$ cat src/sv/dfvc_pkg.sv
// ----------------------------------------------------------------------------
// dfvc_pkg
// Shared types and constants of the density feedback valve controller.
// ----------------------------------------------------------------------------
package dfvc_pkg;

	localparam int SHOTS_PER_DISCHARGE = 128;
	localparam int CNT_W               = $clog2(SHOTS_PER_DISCHARGE);

	localparam int NUM_CHAN   = 5;
	localparam int CHAN_W     = 20;
	localparam int LANE_W     = CHAN_W + 3;
	localparam int SUM_W      = LANE_W - 1;
	localparam int DENS_W     = 24;
	localparam int CFG_IDX_W  = 4;
	localparam int CFG_DATA_W = 24;

	localparam logic [CFG_IDX_W-1:0] REG_VALVE_OFFSET    = 4'd0;
	localparam logic [CFG_IDX_W-1:0] REG_VALVE_GAIN      = 4'd1;
	localparam logic [CFG_IDX_W-1:0] REG_LOCK_START_SHOT = 4'd2;
	localparam logic [CFG_IDX_W-1:0] REG_LOCK_THRESHOLD  = 4'd3;

	// scale factors and reciprocals for the constant divisions
	localparam logic [4:0]  PE_MUL     = 5'd23;
	localparam logic [11:0] MEAS_MUL   = 12'd4071;
	localparam logic [19:0] RECIP_125  = 20'd536871;
	localparam logic [17:0] RECIP_5    = 18'd209716;
	localparam logic [14:0] RECIP_5V   = 15'd26215;
	localparam logic [12:0] PE_MAX     = 13'd4095;
	localparam logic [11:0] VALVE_MAX  = 12'd3000;
	localparam logic [20:0] VALVE_SAT  = 21'd1920000;

	typedef struct packed {
		logic [23:0] valve_offset;
		logic [23:0] valve_gain;
		logic [6:0]  lock_start_shot;
		logic [23:0] lock_threshold;
	} dfvc_cfg_t;

	typedef struct packed {
		logic load;
		logic sum_en;
	} dfvc_ctl_t;

	typedef struct packed {
		logic [6:0]  shot_index;
		logic [11:0] pe_dac_code;
		logic [11:0] valve_dac_code;
		logic [15:0] measured_density;
		logic [24:0] density_error;
		logic        locked;
		logic [6:0]  lock_shot;
		logic        last_shot;
	} dfvc_res_t;

endpackage

$ cat src/sv/dfvc_if.sv
// ----------------------------------------------------------------------------
// dfvc interfaces
// Shot request, result and configuration write channels.
// ----------------------------------------------------------------------------
interface dfvc_in_if;
	logic        valid;
	logic        ready;
	logic [19:0] chan_a;
	logic [19:0] chan_b;
	logic [19:0] chan_c;
	logic [19:0] chan_d;
	logic [19:0] chan_e;
	logic [23:0] target_density;

	modport source (output valid, chan_a, chan_b, chan_c, chan_d, chan_e, target_density,
		input ready);
	modport sink (input valid, chan_a, chan_b, chan_c, chan_d, chan_e, target_density,
		output ready);
endinterface

interface dfvc_out_if;
	logic        valid;
	logic        ready;
	logic [6:0]  shot_index;
	logic [11:0] pe_dac_code;
	logic [11:0] valve_dac_code;
	logic [15:0] measured_density;
	logic [24:0] density_error;
	logic        locked;
	logic [6:0]  lock_shot;
	logic        last_shot;

	modport source (output valid, shot_index, pe_dac_code, valve_dac_code, measured_density,
		density_error, locked, lock_shot, last_shot, input ready);
	modport sink (input valid, shot_index, pe_dac_code, valve_dac_code, measured_density,
		density_error, locked, lock_shot, last_shot, output ready);
endinterface

interface dfvc_cfg_if;
	logic        valid;
	logic        ready;
	logic [3:0]  index;
	logic [23:0] data;

	modport source (output valid, index, data, input ready);
	modport sink (input valid, index, data, output ready);
endinterface

$ cat src/sv/density_feedback_valve_controller_top.sv
// ----------------------------------------------------------------------------
// density_feedback_valve_controller_top
// One result per laser shot. A shot request is taken when the block is idle;
// five channel lanes capture and sign-extend the photoelectron values, a merge
// stage sums and clamps them, and the core sequencer then steps through the
// scaling multiplies, the lock decision and the valve law. After the accept a
// shot passes through eight sequencer steps, and the last of them waits until
// the result register is free. The result register lets the next shot be
// taken while a result waits. Configuration writes are always taken.
// ----------------------------------------------------------------------------
module density_feedback_valve_controller_top
	import dfvc_pkg::*;
(
	input  logic    clk,
	input  logic    arst_n,
	dfvc_in_if.sink   samples,
	dfvc_out_if.source results,
	dfvc_cfg_if.sink  cfg
);

	dfvc_cfg_t         cfg_q;
	dfvc_ctl_t         ctl;
	dfvc_res_t         res;
	logic              idle;
	logic              in_fire;
	logic [CHAN_W-1:0] chans [NUM_CHAN];
	logic [LANE_W-1:0] lanes [NUM_CHAN];
	logic [SUM_W-1:0]  sum;

	assign samples.ready = idle;
	assign in_fire       = samples.valid && idle;
	assign cfg.ready     = 1'b1;

	assign chans[0] = samples.chan_a;
	assign chans[1] = samples.chan_b;
	assign chans[2] = samples.chan_c;
	assign chans[3] = samples.chan_d;
	assign chans[4] = samples.chan_e;

	always_ff @(posedge clk or negedge arst_n) begin
		if (!arst_n) begin
			cfg_q <= '0;
		end else if (cfg.valid) begin
			case (cfg.index)
				REG_VALVE_OFFSET:    cfg_q.valve_offset    <= cfg.data;
				REG_VALVE_GAIN:      cfg_q.valve_gain      <= cfg.data;
				REG_LOCK_START_SHOT: cfg_q.lock_start_shot <= cfg.data[6:0];
				REG_LOCK_THRESHOLD:  cfg_q.lock_threshold  <= cfg.data;
				default: begin
				end
			endcase
		end
	end

	for (genvar g = 0; g < NUM_CHAN; g++) begin : g_lane
		dfvc_lane u_lane (
			.clk    (clk),
			.ctl    (ctl),
			.chan   (chans[g]),
			.lane_q (lanes[g])
		);
	end

	dfvc_merge u_merge (
		.clk   (clk),
		.ctl   (ctl),
		.lanes (lanes),
		.sum_q (sum)
	);

	dfvc_core u_core (
		.clk         (clk),
		.arst_n      (arst_n),
		.in_fire     (in_fire),
		.target      (samples.target_density),
		.idle        (idle),
		.ctl         (ctl),
		.sum         (sum),
		.cfg         (cfg_q),
		.out_valid_q (results.valid),
		.out_ready   (results.ready),
		.res_q       (res)
	);

	assign results.shot_index       = res.shot_index;
	assign results.pe_dac_code      = res.pe_dac_code;
	assign results.valve_dac_code   = res.valve_dac_code;
	assign results.measured_density = res.measured_density;
	assign results.density_error    = res.density_error;
	assign results.locked           = res.locked;
	assign results.lock_shot        = res.lock_shot;
	assign results.last_shot        = res.last_shot;

endmodule

$ cat src/sv/dfvc_lane.sv
// ----------------------------------------------------------------------------
// dfvc_lane
// One photoelectron channel lane: sign extension and capture per shot.
// ----------------------------------------------------------------------------
module dfvc_lane
	import dfvc_pkg::*;
(
	input  logic              clk,
	input  dfvc_ctl_t         ctl,
	input  logic [CHAN_W-1:0] chan,
	output logic [LANE_W-1:0] lane_q
);

	always_ff @(posedge clk) begin
		if (ctl.load) begin
			lane_q <= {{(LANE_W-CHAN_W){chan[CHAN_W-1]}}, chan};
		end
	end

endmodule

$ cat src/sv/dfvc_merge.sv
// ----------------------------------------------------------------------------
// dfvc_merge
// Adds the lane values and clamps the channel sum at zero.
// ----------------------------------------------------------------------------
module dfvc_merge
	import dfvc_pkg::*;
(
	input  logic              clk,
	input  dfvc_ctl_t         ctl,
	input  logic [LANE_W-1:0] lanes [NUM_CHAN],
	output logic [SUM_W-1:0]  sum_q
);

	logic [LANE_W-1:0] total;

	always_comb begin
		total = '0;
		for (int i = 0; i < NUM_CHAN; i++) begin
			total = total + lanes[i];
		end
	end

	always_ff @(posedge clk) begin
		if (ctl.sum_en) begin
			sum_q <= total[LANE_W-1] ? '0 : total[SUM_W-1:0];
		end
	end

endmodule

$ cat src/sv/dfvc_core.sv
// ----------------------------------------------------------------------------
// dfvc_core
// Shot sequencer: scaling, density, lock latch, valve law and result register.
// ----------------------------------------------------------------------------
module dfvc_core
	import dfvc_pkg::*;
(
	input  logic             clk,
	input  logic             arst_n,
	input  logic             in_fire,
	input  logic [23:0]      target,
	output logic             idle,
	output dfvc_ctl_t        ctl,
	input  logic [SUM_W-1:0] sum,
	input  dfvc_cfg_t        cfg,
	output logic             out_valid_q,
	input  logic             out_ready,
	output dfvc_res_t        res_q
);

	typedef enum logic [3:0] {
		ST_IDLE, ST_SUM, ST_MUL1, ST_MUL2, ST_LOCK, ST_VMUL, ST_VADD, ST_VDIV, ST_DONE
	} state_t;

	state_t state_q;

	logic [CNT_W-1:0]   cnt_q;
	logic               lock_q;
	logic [6:0]         lock_shot_q;
	logic [23:0]        target_q;
	logic [25:0]        p23_q;
	logic [33:0]        p4071_q;
	logic [38:0]        q125_q;
	logic [34:0]        q5_q;
	logic [11:0]        pe_q;
	logic [15:0]        meas_q;
	logic signed [24:0] err_q;
	logic               valve_en_q;
	logic               res_locked_q;
	logic [6:0]         res_lock_shot_q;
	logic signed [48:0] vprod_q;
	logic signed [49:0] v_q;
	logic [28:0]        vdiv_q;
	logic               vsat_q;
	logic               vpos_q;

	logic [12:0]        pe_full;
	logic [14:0]        meas15;
	logic signed [24:0] err_c;
	logic               lock_hit;
	logic               lock_now;
	logic               last_c;
	logic               out_load;
	logic [11:0]        valve_c;
	logic [23:0]        offset_s;

	assign idle       = (state_q == ST_IDLE);
	assign ctl.load   = in_fire;
	assign ctl.sum_en = (state_q == ST_SUM);

	assign pe_full  = q125_q[38:26];
	assign meas15   = q5_q[34:20];
	assign err_c    = $signed({1'b0, target_q}) - $signed({10'b0, meas15});
	assign lock_hit = !lock_q && (cnt_q >= cfg.lock_start_shot)
		&& (24'(meas15) < cfg.lock_threshold);
	assign lock_now = lock_q || lock_hit;
	assign last_c   = (cnt_q == CNT_W'(SHOTS_PER_DISCHARGE - 1));
	assign out_load = (state_q == ST_DONE) && (!out_valid_q || out_ready);
	assign offset_s = cfg.valve_offset;
	assign valve_c  = (!valve_en_q || !vpos_q) ? 12'd0 :
		vsat_q ? VALVE_MAX : vdiv_q[28:17];

	always_ff @(posedge clk or negedge arst_n) begin
		if (!arst_n) begin
			state_q     <= ST_IDLE;
			cnt_q       <= '0;
			lock_q      <= 1'b0;
			lock_shot_q <= '0;
			out_valid_q <= 1'b0;
		end else begin
			if (out_load) begin
				out_valid_q <= 1'b1;
			end else if (out_ready) begin
				out_valid_q <= 1'b0;
			end
			case (state_q)
				ST_IDLE: begin
					if (in_fire) begin
						target_q <= target;
						state_q  <= ST_SUM;
					end
				end
				ST_SUM: begin
					state_q <= ST_MUL1;
				end
				ST_MUL1: begin
					p23_q   <= 26'(sum) * 26'(PE_MUL);
					p4071_q <= 34'(sum) * 34'(MEAS_MUL);
					state_q <= ST_MUL2;
				end
				ST_MUL2: begin
					q125_q  <= 39'(p23_q[25:7]) * 39'(RECIP_125);
					q5_q    <= 35'(p4071_q[33:17]) * 35'(RECIP_5);
					state_q <= ST_LOCK;
				end
				ST_LOCK: begin
					pe_q         <= (pe_full > PE_MAX) ? PE_MAX[11:0] : pe_full[11:0];
					meas_q       <= 16'(meas15);
					err_q        <= err_c;
					valve_en_q   <= !err_c[24] && (err_c != '0) && !lock_now;
					res_locked_q <= lock_now;
					if (lock_hit) begin
						lock_q          <= 1'b1;
						lock_shot_q     <= 7'(cnt_q);
						res_lock_shot_q <= 7'(cnt_q);
					end else begin
						res_lock_shot_q <= lock_shot_q;
					end
					state_q <= ST_VMUL;
				end
				ST_VMUL: begin
					vprod_q <= 49'(err_q) * 49'($signed(cfg.valve_gain));
					state_q <= ST_VADD;
				end
				ST_VADD: begin
					v_q     <= $signed({{26{offset_s[23]}}, offset_s}) +
						$signed({vprod_q[48], vprod_q});
					state_q <= ST_VDIV;
				end
				ST_VDIV: begin
					vpos_q  <= !v_q[49] && (v_q != '0);
					vsat_q  <= (v_q[48:21] != '0) || (v_q[20:0] >= VALVE_SAT);
					vdiv_q  <= 29'(v_q[20:7]) * 29'(RECIP_5V);
					state_q <= ST_DONE;
				end
				ST_DONE: begin
					if (out_load) begin
						res_q.shot_index       <= 7'(cnt_q);
						res_q.pe_dac_code      <= pe_q;
						res_q.valve_dac_code   <= valve_c;
						res_q.measured_density <= meas_q;
						res_q.density_error    <= err_q;
						res_q.locked           <= res_locked_q;
						res_q.lock_shot        <= res_lock_shot_q;
						res_q.last_shot        <= last_c;
						if (last_c) begin
							cnt_q       <= '0;
							lock_q      <= 1'b0;
							lock_shot_q <= '0;
						end else begin
							cnt_q <= cnt_q + CNT_W'(1);
						end
						state_q <= ST_IDLE;
					end
				end
				default: begin
					state_q <= ST_IDLE;
				end
			endcase
		end
	end

`ifndef SYNTHESIS
	a_valve_gated: assert property (@(posedge clk) disable iff (!arst_n)
		out_valid_q |-> (res_q.valve_dac_code == '0) ||
		(!res_q.locked && !res_q.density_error[24] && res_q.density_error != '0))
		else $error("valve open while locked or error not positive");

	a_valve_cap: assert property (@(posedge clk) disable iff (!arst_n)
		out_valid_q |-> res_q.valve_dac_code <= VALVE_MAX)
		else $error("valve code above cap");

	a_lock_shot_clear: assert property (@(posedge clk) disable iff (!arst_n)
		out_valid_q && !res_q.locked |-> res_q.lock_shot == '0)
		else $error("lock shot set without lock");

	a_discharge_end: assert property (@(posedge clk) disable iff (!arst_n)
		out_load && last_c |=> cnt_q == '0 && !lock_q && lock_shot_q == '0)
		else $error("discharge state not cleared after last shot");

	a_accept_idle: assert property (@(posedge clk) disable iff (!arst_n)
		in_fire |-> idle ##1 state_q == ST_SUM)
		else $error("request taken while busy");
`endif

endmodule
$ cat src/flat_wrapper.sv
// flat-port wrapper written by rule: the top's interface ports become plain ports
module density_feedback_valve_controller_top_flat import dfvc_pkg::*;
  (clk, arst_n, samples_valid, samples_chan_a, samples_chan_b, samples_chan_c, samples_chan_d, samples_chan_e, samples_target_density, samples_ready, results_valid, results_shot_index, results_pe_dac_code, results_valve_dac_code, results_measured_density, results_density_error, results_locked, results_lock_shot, results_last_shot, results_ready, cfg_valid, cfg_index, cfg_data, cfg_ready);
  dfvc_in_if samples_i ();
  dfvc_out_if results_i ();
  dfvc_cfg_if cfg_i ();
  input  logic clk;
  input  logic arst_n;
  input wire logic [$bits(samples_i.valid)-1:0] samples_valid;
  input wire logic [$bits(samples_i.chan_a)-1:0] samples_chan_a;
  input wire logic [$bits(samples_i.chan_b)-1:0] samples_chan_b;
  input wire logic [$bits(samples_i.chan_c)-1:0] samples_chan_c;
  input wire logic [$bits(samples_i.chan_d)-1:0] samples_chan_d;
  input wire logic [$bits(samples_i.chan_e)-1:0] samples_chan_e;
  input wire logic [$bits(samples_i.target_density)-1:0] samples_target_density;
  output wire logic [$bits(samples_i.ready)-1:0] samples_ready;
  output wire logic [$bits(results_i.valid)-1:0] results_valid;
  output wire logic [$bits(results_i.shot_index)-1:0] results_shot_index;
  output wire logic [$bits(results_i.pe_dac_code)-1:0] results_pe_dac_code;
  output wire logic [$bits(results_i.valve_dac_code)-1:0] results_valve_dac_code;
  output wire logic [$bits(results_i.measured_density)-1:0] results_measured_density;
  output wire logic [$bits(results_i.density_error)-1:0] results_density_error;
  output wire logic [$bits(results_i.locked)-1:0] results_locked;
  output wire logic [$bits(results_i.lock_shot)-1:0] results_lock_shot;
  output wire logic [$bits(results_i.last_shot)-1:0] results_last_shot;
  input wire logic [$bits(results_i.ready)-1:0] results_ready;
  input wire logic [$bits(cfg_i.valid)-1:0] cfg_valid;
  input wire logic [$bits(cfg_i.index)-1:0] cfg_index;
  input wire logic [$bits(cfg_i.data)-1:0] cfg_data;
  output wire logic [$bits(cfg_i.ready)-1:0] cfg_ready;
  assign samples_i.valid = samples_valid;
  assign samples_i.chan_a = samples_chan_a;
  assign samples_i.chan_b = samples_chan_b;
  assign samples_i.chan_c = samples_chan_c;
  assign samples_i.chan_d = samples_chan_d;
  assign samples_i.chan_e = samples_chan_e;
  assign samples_i.target_density = samples_target_density;
  assign samples_ready = samples_i.ready;
  assign results_valid = results_i.valid;
  assign results_shot_index = results_i.shot_index;
  assign results_pe_dac_code = results_i.pe_dac_code;
  assign results_valve_dac_code = results_i.valve_dac_code;
  assign results_measured_density = results_i.measured_density;
  assign results_density_error = results_i.density_error;
  assign results_locked = results_i.locked;
  assign results_lock_shot = results_i.lock_shot;
  assign results_last_shot = results_i.last_shot;
  assign results_i.ready = results_ready;
  assign cfg_i.valid = cfg_valid;
  assign cfg_i.index = cfg_index;
  assign cfg_i.data = cfg_data;
  assign cfg_ready = cfg_i.ready;
  density_feedback_valve_controller_top u_core (.clk(clk), .arst_n(arst_n), .samples(samples_i), .results(results_i), .cfg(cfg_i));
endmodule
$ cat config.mk
export PLATFORM = sky130hd
export DESIGN_NAME = density_feedback_valve_controller_top_flat
export DESIGN_NICKNAME = d
export VERILOG_FILES = /design/src/sv/dfvc_pkg.sv /design/src/sv/dfvc_if.sv /design/src/sv/density_feedback_valve_controller_top.sv /design/src/sv/dfvc_lane.sv /design/src/sv/dfvc_merge.sv /design/src/sv/dfvc_core.sv /design/src/flat_wrapper.sv
export SDC_FILE = /design/constraint.sdc
export NUM_CORES = 2
export LEC_CHECK = 0
export BUFFER_PORTS_ARGS = -buffer_cell sky130_fd_sc_hd__clkbuf_2
export CORE_MARGIN = 1
export CORE_UTILIZATION = 45
export DETAILED_ROUTE_END_ITERATION = 6
export PLACE_DENSITY = 0.72
export SLEW_MARGIN = 10
export SYNTH_ARGS = -nofsm -noshare
export SYNTH_HDL_FRONTEND = slang
export SYNTH_SLANG_ARGS = --single-unit
$ cat constraint.sdc
create_clock -name clk -period 8.57 [get_ports clk]
set_input_delay 2.1425 -clock clk [delete_from_list [all_inputs] [get_ports clk]]
set_output_delay 2.1425 -clock clk [all_outputs]
set_load 0.02 [all_outputs]
==> qor.yml <==
hold_buffers: 0
die_w_microns: 383
routed_via_density: 5.19
r2r_end: "u_core.u_core.vprod_q[30]"
rows: 139
finClkSkew_ps: 48.0
grt_pass1_wl_microns: 249000
vias: 41935
hold_viol: 0
worstPathRequired_ps: 8960
final_cell_mix: "inv_1 (1,344), fa_1 (1,074), ha_1 (788), edfxtp_1 (464), nand2_1 (400)"
drt-total-wl_microns: 156000
htree_levels: 3
finalSetupViolCount: 0
grt_max_degree: 84
dieArea_sq_um: 147000
status: "finished with violations"
min_to: "u_core.u_core.res_q[35]"
hold_path_depth: 0
final_common_cell: "inv_1"
drc: 37
rsz0062_at_grt: "no"
post_cts_resize_count: 0
clock_path_buffers: 3
reg2reg_slack_ps: 450
clock_sinks: 563
crit_path_end_kind: "flip-flop"
gp_routability_congestion: 0.925
wl_per_cell_microns: 19.3
initial_core_util_pct: 45.4
syn_avg_cell_area_sq_um: 11.1
period_share_pct: 94.7
max_cap_violations: 0
drive_gt1_share_pct: 8.69
synth.yosys.seq_area_share_pct: 25.1
critPathMaxFanout: 25
min_period_ps: 8120
syn_to_final_growth_pct: 9.04
ys.flop_type: "edfxtp_1"
yosys_warnings: 0
slew_headroom_pct: 23.9
postCtsSetupBuffers: 0
root_buffer: "clkbuf_16"
portBuffers: 238
clk-insertion-delay-late_ps: 690
violations: "DRC"
path_class: "reg2reg"
grt_overflow: 0
syn_area_sq_um: 65400
fin_util_pct: 49.5
place_hpwl_microns: 130000
first_iter_violations: 2830
final_antenna_net_count: 0
die_y_microns: 383
worstPathArrival_ps: 8510
numCtsBuffers: 69
fin_nets: 8144
start_kind: "flip-flop"
synth_cells: 5885
tightestPinTransition_ps: 1130
hold_class: "reg2reg"
r2r_start: "u_core.u_core.err_q[11]"
synth_nets: 7904
coreArea_sq_um: 144000
tns_ps: 0
min_from: "u_core.u_core.meas_q[1]"
antenna_found_initial: 4
synth-async-reset-ratio_pct: 17.6
cts_tree: "built"
clkTransAtPathRegs_ps: 60
max_freq_mhz: 123
first_global_vias: 45180
gr-usage-all-layers_pct: 22.0
ys_types: 75
finalMaxSlewViolations: 0
synth_edf_count: 464
drtPass1Iterations: 7
io_pins: 241
reg2reg_depth: 22
ys_seq_elements: 563
==> critical path, cell delays in order, from the launching register on <==
cell	delay (ps)
edfxtp_1	1090
nand2_1	200
fa_1	580
fa_1	470
fa_1	550
inv_1	60
fa_1	500
inv_1	60
fa_1	530
inv_1	50
fa_1	470
inv_1	50
fa_1	520
inv_1	50
ha_1	340
nand3_1	140
o31ai_1	970
nand2_1	190
o21ai_1	320
a311o_1	310
a221o_1	170
a21oi_1	80
xnor2_1	150
==> flip-flops by register name, indices dropped and copies added, names as in the netlist, 17 cells and up <==
register                     cells
u_core.u_merge.sum_q            22
u_core.u_core.p23_q             19
u_core.g_lane.u_lane.lane_q    100
u_core.u_core.target_q          24
u_core.u_core.p4071_q           17
u_core.u_core.res_q             80
u_core.u_core.v_q               50
u_core.u_core.vprod_q           49
u_core.u_core.err_q             25
u_core.cfg_q                    79
==> how the worst max path moves through the flow <==
| stage | start | endpoint | slack, ps | cells past startpoint |
|---|---|---|---|---|
| finish | u_core.u_core.err_q[11] | u_core.u_core.vprod_q[30] | 450 | 22 |
| detailed placement | u_core.u_core.err_q[11] | u_core.u_core.vprod_q[46] | 580 | 22 |
| CTS | u_core.u_core.err_q[11] | u_core.u_core.vprod_q[46] | 570 | 22 |
| floorplan | u_core.cfg_q[34] | u_core.u_core.vprod_q[47] | 1380 | 26 |
| global placement | u_core.u_core.err_q[6] | u_core.u_core.vprod_q[47] | 600 | 23 |
| global route | u_core.cfg_q[42] | u_core.u_core.vprod_q[47] | 70 | 22 |
==> layer usage <==
layer | up-vias | GRT usage [%] | routed length (microns)
met4 | 2 | 9.02 | 6980
met3 | 283 | 3.30 | 9630
met5 | - | 0 | 10
li1 | 19125 | - | -
met1 | 21205 | 29.0 | 65300
met2 | 1320 | 36.3 | 74200
==> per-stage QoR <==
step	cell area [sq um]	cells	hold WS [ps]	worst slack (ps)
3_5_place_dp	69000	7957	406	577
6_report	71300	8085	385	451
4_1_cts	71300	8084	382	575
2_1_floorplan	65400	5885	400	1380
3_3_place_gp	69000	7957	401	599
5_1_grt	71300	8084	402	70.1
==> cells in the mapped netlist (7+ instances only) <==
cell | instances | area [sq um]
a211o_1 | 7 | 61.3
a211oi_1 | 20 | 150
a21o_1 | 105 | 788
a21oi_1 | 160 | 801
a22o_1 | 9 | 78.8
a31oi_1 | 11 | 68.8
and2_1 | 292 | 1830
and3_1 | 22 | 138
clkbuf_1 | 122 | 458
dfrtp_1 | 99 | 2480
edfxtp_1 | 464 | 13900
fa_1 | 1074 | 21500
ha_1 | 788 | 9860
inv_1 | 1344 | 5040
mux2_2 | 80 | 901
nand2_1 | 400 | 1500
nand2b_1 | 25 | 156
nand3_1 | 26 | 130
nand4_1 | 28 | 175
nor2_1 | 191 | 717
nor2b_1 | 23 | 144
nor3_1 | 46 | 230
nor4_1 | 23 | 144
o211ai_1 | 8 | 60.1
o21a_1 | 43 | 323
o21ai_0 | 83 | 415
o21ai_1 | 8 | 40.0
o21bai_1 | 27 | 203
o31ai_1 | 8 | 60.1
or2_2 | 22 | 138
or3_1 | 9 | 56.3
xnor2_1 | 143 | 1250
xor2_1 | 61 | 534
==> cell type report <==
class	count	area, sq um
repair buffers	299	1650
clock buffers	76	1750
diodes	1	2.50
fillers	12692	72600
multi-input cells	3847	43500
flip-flops and latches	563	16400
well taps	1903	2380
inverters	1345	5050
clock inverters	51	548
==> logic make-up after synthesis <==
logic type                 count (synthesis)  synth area share [%]
xor gates and xnor gates                 204                  2.73
DFF                                      563                  25.1
muxes                                     82                  1.41
and+or+nand+nor                         1128                  8.45
adders and majority gates               1862                  48.0
AOI/OAI and AO/OA                        569                  5.81
other                                      2                0.0115
buffers and inverters                   1475                  8.49
Power is left out: the tool's default activity adds up to more than one toggle a clock period on the data nets, which glitch-free logic cannot reach.
